## src/rtl/core/ldfr_pkg.sv

```systemverilog
// package for the distance frame receiver: codes, constants and types
`default_nettype none

package ldfr_pkg;

   localparam int POINTS_DEFAULT = 160;

   localparam logic [7:0] HDR_BYTE  = 8'hAA;
   localparam logic [7:0] CMD_DIST  = 8'h02;
   localparam int         HDR_RUN   = 4;
   localparam int         META_LAST = 5;
   localparam int         TS_LAST   = 3;
   localparam int         PT_LOW    = 4;
   localparam int         PT_HIGH   = 5;

   localparam int KIND_W   = 2;
   localparam int INDEX_W  = 8;
   localparam int DIST_W   = 9;
   localparam int CONF_W   = 8;
   localparam int TS_W     = 32;
   localparam int STATUS_W = 2;

   typedef enum logic [KIND_W-1:0] {
      KIND_POINT     = 2'd0,
      KIND_TIMESTAMP = 2'd1,
      KIND_DONE      = 2'd2
   } kind_type;

   typedef enum logic [STATUS_W-1:0] {
      STATUS_GOOD     = 2'd0,
      STATUS_CSUM_BAD = 2'd1,
      STATUS_HDR_BAD  = 2'd2
   } status_type;

   typedef enum logic [3:0] {
      PH_HUNT    = 4'b0001,
      PH_META    = 4'b0010,
      PH_PAYLOAD = 4'b0100,
      PH_CSUM    = 4'b1000
   } phase_type;

endpackage

`default_nettype wire

```

## src/rtl/core/lidar_distance_frame_receiver.sv

```systemverilog
// top level of the distance frame receiver: header hunt, meta check, payload stream, checksum
//
// Takes one received byte per word on the req_ channel and returns frame results on the rsp_
// channel: a timestamp word, then one word per point (distance and confidence), then a final
// word with the frame status (good, checksum mismatch, or wrong command/length, the last
// ending the frame right after the six meta bytes). Each byte is decoded in the cycle it is
// accepted and its result, if any, appears in the result register on the next cycle, and
// a byte can be taken every cycle. The only thing that stops input is a result still held
// in the result register while rsp_ready is low. Points stream out before the checksum
// byte arrives, so a bad frame still delivers its points.
`default_nettype none

module lidar_distance_frame_receiver #(
   parameter int POINTS = ldfr_pkg::POINTS_DEFAULT
) (
   input  wire logic                            clock,
   input  wire logic                            reset,
   input  wire logic                            req_valid,
   output      logic                            req_ready,
   input  wire logic [7:0]                      req_rx_byte,
   output      logic                            rsp_valid,
   input  wire logic                            rsp_ready,
   output      logic [ldfr_pkg::KIND_W-1:0]     rsp_kind,
   output      logic [ldfr_pkg::INDEX_W-1:0]    rsp_point_index,
   output      logic [ldfr_pkg::DIST_W-1:0]     rsp_distance,
   output      logic [ldfr_pkg::CONF_W-1:0]     rsp_confidence,
   output      logic [ldfr_pkg::TS_W-1:0]       rsp_timestamp,
   output      logic [ldfr_pkg::STATUS_W-1:0]   rsp_status
);
   import ldfr_pkg::*;

   localparam logic [15:0]        PAYLOAD_LEN = 16'(4 + 2 * POINTS);
   localparam logic [INDEX_W-1:0] POINTS_LAST = INDEX_W'(POINTS - 1);

   phase_type             phase_ff, phase_in;
   logic [1:0]            header_run_ff, header_run_in;
   logic [2:0]            byte_position_ff, byte_position_in;
   logic [7:0]            command_seen_ff, command_seen_in;
   logic [7:0]            length_low_ff, length_low_in;
   logic [7:0]            running_sum_ff, running_sum_in;
   logic [23:0]           held_bytes_ff, held_bytes_in;
   logic [INDEX_W-1:0]    point_count_ff, point_count_in;

   logic                  rsp_valid_ff, rsp_valid_in;
   kind_type              kind_ff, kind_in;
   logic [INDEX_W-1:0]    index_ff, index_in;
   logic [DIST_W-1:0]     distance_ff, distance_in;
   logic [CONF_W-1:0]     confidence_ff, confidence_in;
   logic [TS_W-1:0]       timestamp_ff, timestamp_in;
   status_type            status_ff, status_in;

   logic                  accept;
   logic [7:0]            sum_next;
   logic [15:0]           length_full;

   assign req_ready   = !rsp_valid_ff || rsp_ready;
   assign accept      = req_valid && req_ready;
   assign sum_next    = running_sum_ff + req_rx_byte;
   assign length_full = {req_rx_byte, length_low_ff};

   always_comb begin
      phase_in         = phase_ff;
      header_run_in    = header_run_ff;
      byte_position_in = byte_position_ff;
      command_seen_in  = command_seen_ff;
      length_low_in    = length_low_ff;
      running_sum_in   = running_sum_ff;
      held_bytes_in    = held_bytes_ff;
      point_count_in   = point_count_ff;

      rsp_valid_in  = rsp_valid_ff && !rsp_ready;
      kind_in       = kind_ff;
      index_in      = index_ff;
      distance_in   = distance_ff;
      confidence_in = confidence_ff;
      timestamp_in  = timestamp_ff;
      status_in     = status_ff;

      if (accept) begin
         unique case (phase_ff)
            PH_HUNT: begin
               if (req_rx_byte == HDR_BYTE) begin
                  if (header_run_ff == 2'(HDR_RUN - 1)) begin
                     phase_in         = PH_META;
                     header_run_in    = '0;
                     byte_position_in = '0;
                     running_sum_in   = '0;
                     command_seen_in  = '0;
                     length_low_in    = '0;
                  end else begin
                     header_run_in = header_run_ff + 2'd1;
                  end
               end else begin
                  header_run_in = '0;
               end
            end

            PH_META: begin
               running_sum_in = sum_next;
               if (byte_position_ff == 3'd1) begin
                  command_seen_in = req_rx_byte;
               end
               if (byte_position_ff == 3'd4) begin
                  length_low_in = req_rx_byte;
               end
               if (byte_position_ff != 3'(META_LAST)) begin
                  byte_position_in = byte_position_ff + 3'd1;
               end else if (command_seen_ff != CMD_DIST || length_full != PAYLOAD_LEN) begin
                  phase_in      = PH_HUNT;
                  header_run_in = '0;
                  rsp_valid_in  = 1'b1;
                  kind_in       = KIND_DONE;
                  index_in      = '0;
                  distance_in   = '0;
                  confidence_in = '0;
                  timestamp_in  = '0;
                  status_in     = STATUS_HDR_BAD;
               end else begin
                  phase_in         = PH_PAYLOAD;
                  byte_position_in = '0;
                  held_bytes_in    = '0;
                  point_count_in   = '0;
               end
            end

            PH_PAYLOAD: begin
               running_sum_in = sum_next;
               if (byte_position_ff < 3'(TS_LAST)) begin
                  held_bytes_in[{byte_position_ff[1:0], 3'b000} +: 8] = req_rx_byte;
                  byte_position_in = byte_position_ff + 3'd1;
               end else if (byte_position_ff == 3'(TS_LAST)) begin
                  held_bytes_in    = '0;
                  byte_position_in = 3'(PT_LOW);
                  rsp_valid_in     = 1'b1;
                  kind_in          = KIND_TIMESTAMP;
                  index_in         = '0;
                  distance_in      = '0;
                  confidence_in    = '0;
                  timestamp_in     = {req_rx_byte, held_bytes_ff};
                  status_in        = STATUS_GOOD;
               end else if (byte_position_ff == 3'(PT_LOW)) begin
                  held_bytes_in    = {16'd0, req_rx_byte};
                  byte_position_in = 3'(PT_HIGH);
               end else begin
                  // high byte completes the point word
                  held_bytes_in    = '0;
                  byte_position_in = 3'(PT_LOW);
                  point_count_in   = point_count_ff + INDEX_W'(1);
                  if (point_count_ff >= POINTS_LAST) begin
                     phase_in = PH_CSUM;
                  end
                  rsp_valid_in  = 1'b1;
                  kind_in       = KIND_POINT;
                  index_in      = point_count_ff;
                  distance_in   = {req_rx_byte[0], held_bytes_ff[7:0]};
                  confidence_in = {req_rx_byte[7:1], 1'b0};
                  timestamp_in  = '0;
                  status_in     = STATUS_GOOD;
               end
            end

            PH_CSUM: begin
               phase_in      = PH_HUNT;
               header_run_in = '0;
               rsp_valid_in  = 1'b1;
               kind_in       = KIND_DONE;
               index_in      = '0;
               distance_in   = '0;
               confidence_in = '0;
               timestamp_in  = '0;
               status_in     = (running_sum_ff == req_rx_byte) ? STATUS_GOOD : STATUS_CSUM_BAD;
            end

            default: begin
               phase_in      = PH_HUNT;
               header_run_in = '0;
            end
         endcase
      end
   end

   always_ff @(posedge clock) begin
      if (reset) begin
         phase_ff      <= PH_HUNT;
         header_run_ff <= '0;
         rsp_valid_ff  <= 1'b0;
      end else begin
         phase_ff      <= phase_in;
         header_run_ff <= header_run_in;
         rsp_valid_ff  <= rsp_valid_in;
      end
   end

   always_ff @(posedge clock) begin
      byte_position_ff <= byte_position_in;
      command_seen_ff  <= command_seen_in;
      length_low_ff    <= length_low_in;
      running_sum_ff   <= running_sum_in;
      held_bytes_ff    <= held_bytes_in;
      point_count_ff   <= point_count_in;
      kind_ff          <= kind_in;
      index_ff         <= index_in;
      distance_ff      <= distance_in;
      confidence_ff    <= confidence_in;
      timestamp_ff     <= timestamp_in;
      status_ff        <= status_in;
   end

   assign rsp_valid       = rsp_valid_ff;
   assign rsp_kind        = kind_ff;
   assign rsp_point_index = index_ff;
   assign rsp_distance    = distance_ff;
   assign rsp_confidence  = confidence_ff;
   assign rsp_timestamp   = timestamp_ff;
   assign rsp_status      = status_ff;

endmodule

`default_nettype wire

```

## config.mk

```make
export PLATFORM = sky130hd
export DESIGN_NAME = lidar_distance_frame_receiver
export DESIGN_NICKNAME = d
export VERILOG_FILES = /design/src/rtl/core/ldfr_pkg.sv /design/src/rtl/core/lidar_distance_frame_receiver.sv
export SDC_FILE = /design/constraint.sdc
export NUM_CORES = 1
export LEC_CHECK = 0
export BUFFER_PORTS_ARGS = -buffer_cell sky130_fd_sc_hd__buf_2
export CAP_MARGIN = 10
export CORE_AREA = 5 5 114 116
export CTS_BUF_LIST = sky130_fd_sc_hd__clkbuf_16
export CTS_CLUSTER_DIAMETER = 60
export DETAILED_ROUTE_END_ITERATION = 7
export DIE_AREA = 0 0 119 121
export HOLD_SLACK_MARGIN = 0.05
export MAX_ROUTING_LAYER = met4
export PLACE_DENSITY = 0.72
export RECOVER_POWER = 50
export SYNTH_ARGS = -nofsm -noshare
export SYNTH_HDL_FRONTEND = slang
export SYNTH_SLANG_ARGS = --single-unit
```

## constraint.sdc

```tcl
create_clock -name clock -period 7.9 [get_ports clock]
set_clock_uncertainty 0.2 [all_clocks]
set_input_delay 0.395 -clock clock [delete_from_list [all_inputs] [get_ports clock]]
set_output_delay 0.395 -clock clock [all_outputs]
set_load 0.005 [all_outputs]
```

; ---- Yosys cells after proc, flatten, opt, wreduce, memory -nomap -nowiden
; Index checks and enable logic that the tools add are counted.
[classes]
shifts = 2
reduce_logical = 21
magnitude_cmp = 2
bitwise_logic = 1
eq_ne = 26
mux = 81
add_sub_neg = 5
[op_table]
columns = cell, n
row1 = 2-to-1 mux 32 bit, 5
row2 = 2-to-1 mux 8 bit, 19
row3 = case mux 32 bit (3 select lines), 1
row4 = 2-to-1 mux 24 bit, 3
row5 = case mux 8 bit (2 select lines), 4
row6 = case mux 24 bit (2 select lines), 1
row7 = case mux 8 bit (3 select lines), 2
row8 = 2-to-1 mux 9 bit, 5
row9 = 2-to-1 mux 4 bit, 7
row10 = case mux 9 bit (3 select lines), 1
row11 = bitwise mux 24 bit, 1
row12 = variable shift 8 x 7 -> 24 bit (first input constant), 1
row13 = indexed part select 8 x 7 -> 24 bit, 1
row14 = 2-to-1 mux 2 bit, 11
row15 = inequality test 2 bit (second input constant), 11
row16 = 2-to-1 mux 3 bit, 6
row17 = case mux 2 bit (3 select lines), 3
row18 = inequality test 16 x 9 -> 1 bit (second input constant), 1
row19 = AND reduction 5 bit, 3
row20 = case mux 4 bit (3 select lines), 1
row21 = AND reduction 4 bit, 3
row22 = 2-to-1 mux 1 bit, 9
row23 = inequality test 3 bit (second input constant), 3
row24 = case mux 3 bit (3 select lines), 1
row25 = 29 further kinds, 35
[totals]
register_bits = 127
word_cells = 153
output_inout_bits = 63
input_bits = 12

; ---- Depth between registers and ports, before layout
[logic_depth]
depth_word = 7
ltp_mapped = 8
depth_no_buf = 8

; ---- Least setup slack after synthesis
; OpenSTA, ideal clock, no wires.
[synth_path]
path_kind = reg-to-reg
start = register byte_position_ff[1]
end = register confidence_ff[1], in the netlist rsp_confidence[1] (enable)
setup_ns = 0.626
t_arrival_ns = 6.840
path_slack_ns = 0.234
path_buffers = 0
t_required_ns = 7.074
path_stages_with_launch = 6
synth_period_minus_slack_ns = 7.666
path_cell_list = edfxtp_1 inv_1 ha_1 and2_1 o211ai_4 nor4_1
[synth_via]
elab_chain_len = 3
word_cells_on_any_way = 8
classes_between = 1 x order compare / 6 x eq/ne / 1 x reduce/logical
[synth_lines]
columns = element, line
row1 = from (decl), lidar_distance_frame_receiver.sv:37  ; logic [2:0] byte_position_ff, byte_position_in;
row2 = from (signal assigned), lidar_distance_frame_receiver.sv:195  ; byte_position_ff <= byte_position_in;
row3 = "less-than comparator 3 x 2 -> 1 bit, or another cell as far along", lidar_distance_frame_receiver.sv:128  ; if (byte_position_ff < 3'(TS_LAST)) begin
row4 = inequality test 2 bit (no line) / inequality test 3 bit (equally long branches), -
row5 = AND reduction 6 bit (no line) *, -
row6 = to (signal assigned), lidar_distance_frame_receiver.sv:204  ; confidence_ff <= confidence_in;
row7 = to (decl), lidar_distance_frame_receiver.sv:48  ; logic [CONF_W-1:0] confidence_ff, confidence_in;
; Mark *: on every way between the ends. The rest lies on a longest branch, timed or not.
; A chain may end at the register's enable or synchronous reset.

; ---- Worst setup path after layout
[layout_path]
start = register phase_ff[2]
end = register point_count_ff[7] (enable)
[layout_via]
elab_chain_len = 3
word_cells_on_any_way = 9
classes_between = 7 x eq/ne / 2 x reduce/logical
[layout_lines]
columns = element, line
row1 = from (decl), lidar_distance_frame_receiver.sv:35  ; phase_type phase_ff, phase_in;
row2 = from (signal assigned), lidar_distance_frame_receiver.sv:188  ; phase_ff <= phase_in;
row3 = == test 4 x 2 -> 1 bit / == test 4 x 3 -> 1 bit (equally long branches), lidar_distance_frame_receiver.sv:80  ; unique case (phase_ff)
row4 = inequality test 2 bit (no line) / nonzero test 2 bit (equally long branches), -
row5 = AND reduction 7 bit (no line) *, -
row6 = to (signal assigned), lidar_distance_frame_receiver.sv:200  ; point_count_ff <= point_count_in;
row7 = to (decl), lidar_distance_frame_receiver.sv:42  ; logic [INDEX_W-1:0] point_count_ff, point_count_in;
; Marked as above.

==> summary.txt <==
outcome - complete, no violations
post-CTS sizing - 0
average cell area after synthesis - 12.6 µm²
WP buf/inv - 1
fillers - 1013
WL per Instance - 17.1 µm
via count - 3817
min-delay src - reset
dpl hpwl - 8080 µm
Hold Vio Cnt, Final - 0
placer congestion estimate - 0.842
pre-CTS WS - 4420 ps
Remaining Overflow, GRT - 0
leading area contributor after synthesis - edfxtp_1
top-count cell post-synth - edfxtp_1
Crit path largest cell delay - 960 ps
Seq/Total Area, Yosys - 64.7%
Antenna Cells - 0
Root Buffer - clkbuf_16
total power - 1.42 mW
Internal Power - 1.15 mW
Area Overhead vs Synth - 16.6%
worst vdd ir - 128 µV
Reg clk slew, reported paths - 50 ps
final wirelength - 11900 µm
initial drt markers - 335
Worst R2R Path Depth - 6
Max Fclk - 0.262 GHz
Hold Path Class - in2reg
flop2flop setup slack - 4090 ps
Hold Path Sink - phase_ff[1]$_SDFFE_PP0P_
# rows - 40
Startpoint Class - flop
CP Data Required Time - 7740 ps
GR Util met2 - 27.8%
Hold Buf Count CTS - 0
ys async rst share - 0%
post-synth top area share - 62.3%
Synth Cell Area - 5740 µm²
Final setup viols - 0
share of post-route cells with drive strength above 1 - 11.7%
distinct cell type count after synthesis - 54
die area - 14400 µm²
Ys Warns - 0
CP Capture Type - flop
nets - 560
Clk network pwr share - 47.5%
number of synthesized register bits - 126
ys flop type - edfxtp_1
top cells by area, synth - edfxtp_1, and2_1, nor2_1
Max Cap Viol - 0
fin crit share - 48.3%
max-slew violation count - 0
CTS H-tree depth - 4
reg2reg end - point_count_ff[7]$_SDFFCE_PN0P_
drt first pass iters - 6
Syn Nets - 483
largest net degree at the start of global routing - 56
NetSw - 0.276 mW
first-pass GRT wire length - 19100 µm
critical path's most frequent cell - nor2_1
postcts setup bufs - 0
Setup TNS - 0 ps
CTS tree - done
Clock Path Buffers - 2
CP delay by family, top - simple AND/OR/NAND/NOR gates
die height - 121 µm
Core Area - 11800 µm²
GR Layer Usage met1 - 22.2%
FF-to-FF Start - phase_ff[2]$_SDFFE_PP0P_
vias in the first global route - 3708
Crit-path slowest cell - nor2_1
worst-path cell chain - nor2b_1, and2_0, inv_1, nor2_1, a21oi_1, nor2_1
later-pin clock latency in the skew report - 410 ps
Worst Path Arrival - 3650 ps
Die X - 119 µm
Inserted Clock Buffers - 17
Routed Antenna Nets - 0
Slew @ Worst Pin - 1230 ps
DR vias/cell - 5.51
number of synthesized flops with an enable pin - 119
CTS Sinks - 126
Port Buffers - 73
initial antenna violation count - 0
starting density of the core - 48.6%
register share of total power - 50.6%
Hold Path Depth - 2
crit path max fanout - 24
Synth top cells by count - edfxtp_1, and2_1, nor2_1
Sw Ratio - 19.4%
M3 GR Usage - 4.52%
Combinational Power Share - 2.0%
Gate Count Post-Synth - 456
RSZ-0062 raised after global routing - no
Residual DRC - 0
max_slew headroom - 17.6%
Ports - 75
busiest grt layer - met2
Leakage - 2.54 nW
minimum clock period - 3810 ps
Total GRT Usage - 17.5%
PD cells - 213 nW/µm²
kind of critical path - reg2reg
Final WS setup - 4090 ps
==> cells by family (layout without fill, tap and decap cells) <==
logic type	Yosys count	after routing	share of synthesized area [%]
and+or+nand+nor	204	204	20.0
DFF	126	126	64.7
AOI/OAI and AO/OA	68	68	7.57
buffers and inverters	29	119	2.18
adders and majority gates	15	15	3.40
xor gates and xnor gates	11	11	1.68
muxes	2	2	0.349
other	1	1	0.0654
==> through the flow <==
| stage | instances | hold WS (ps) | util [%] | area, µm² |
|---|---|---|---|---|
| 2_1_floorplan | 456 | 253 | - | 5740 |
| 3_3_place_gp | 660 | 263 | 52.7 | 6230 |
| 3_5_place_dp | 660 | 282 | 52.7 | 6230 |
| 4_1_cts | 692 | 64.2 | 57.1 | 6750 |
| 5_1_grt | 693 | 104 | 56.6 | 6690 |
| 6_report | 693 | 80.9 | 56.6 | 6690 |
==> cell usage in the layout, fill, tap and decap left out, types with 6 or more instances in the layout <==
| cell type | instances |
|---|---|
| a21oi_1 | 29 |
| a22oi_1 | 8 |
| and2_0 | 12 |
| and2_1 | 54 |
| and3_1 | 8 |
| buf_2 | 34 |
| clkbuf_1 | 39 |
| clkbuf_16 | 17 |
| dfxtp_1 | 7 |
| edfxtp_1 | 119 |
| ha_1 | 14 |
| inv_1 | 16 |
| nand2_1 | 11 |
| nand3_1 | 9 |
| nor2_1 | 49 |
| nor2b_1 | 21 |
| nor3_1 | 11 |
| o21ai_0 | 8 |
| xor2_1 | 6 |
==> worst max-delay path by stage <==
stage	start	cells past startpoint	end
finish	phase_ff[2]$_SDFFE_PP0P_	6	point_count_ff[7]$_SDFFCE_PN0P_
global route	phase_ff[2]$_SDFFE_PP0P_	6	point_count_ff[1]$_SDFFCE_PN0P_
CTS	phase_ff[2]$_SDFFE_PP0P_	6	point_count_ff[7]$_SDFFCE_PN0P_
detailed placement	phase_ff[2]$_SDFFE_PP0P_	6	point_count_ff[3]$_SDFFCE_PN0P_
global placement	phase_ff[2]$_SDFFE_PP0P_	6	point_count_ff[3]$_SDFFCE_PN0P_
floorplan	byte_position_ff[1]$_DFFE_PP_	5	rsp_confidence[1]$_SDFFCE_PP0P_
==> routing by layer <==
layer,share of wire [%],vias to the layer above
li1,-,1820
met3,5.6,9
met2,50,137
met1,43,1851
met4,0.78,0
met5,0,-
==> power groups by stage <==
stage / clock network [mW] / logic [mW] / registers (mW)
3_3_place_gp: 0 / 0.0272 / 0.733
2_1_floorplan: 0 / 0.0159 / 0.733
6_report: 0.676 / 0.0280 / 0.720
3_5_place_dp: 0 / 0.0279 / 0.733
5_1_grt: 0.717 / 0.0306 / 0.719
4_1_cts: 0.690 / 0.0282 / 0.720
==> flip-flops by register name, summed over array words and instances, names as in the netlist, 3 cells and up <==
signal            count
command_seen_ff       8
phase_ff              4
rsp_confidence        7
length_low_ff         8
byte_position_ff      3
running_sum_ff        8
rsp_point_index       8
held_bytes_ff        24
rsp_timestamp        32
rsp_distance          9
point_count_ff        8
==> layout make-up <==
class	instances	area [µm²]	area share, %
sequential	126	3710	55.5
multi-input combinational	301	1880	28.2
clock buffer	17	425	6.36
timing repair buffer	77	350	5.24
tap	147	184	2.75
clock inverter	15	92.6	1.38
inverter	10	37.5	0.561
(Power assumes the default switching activity.)
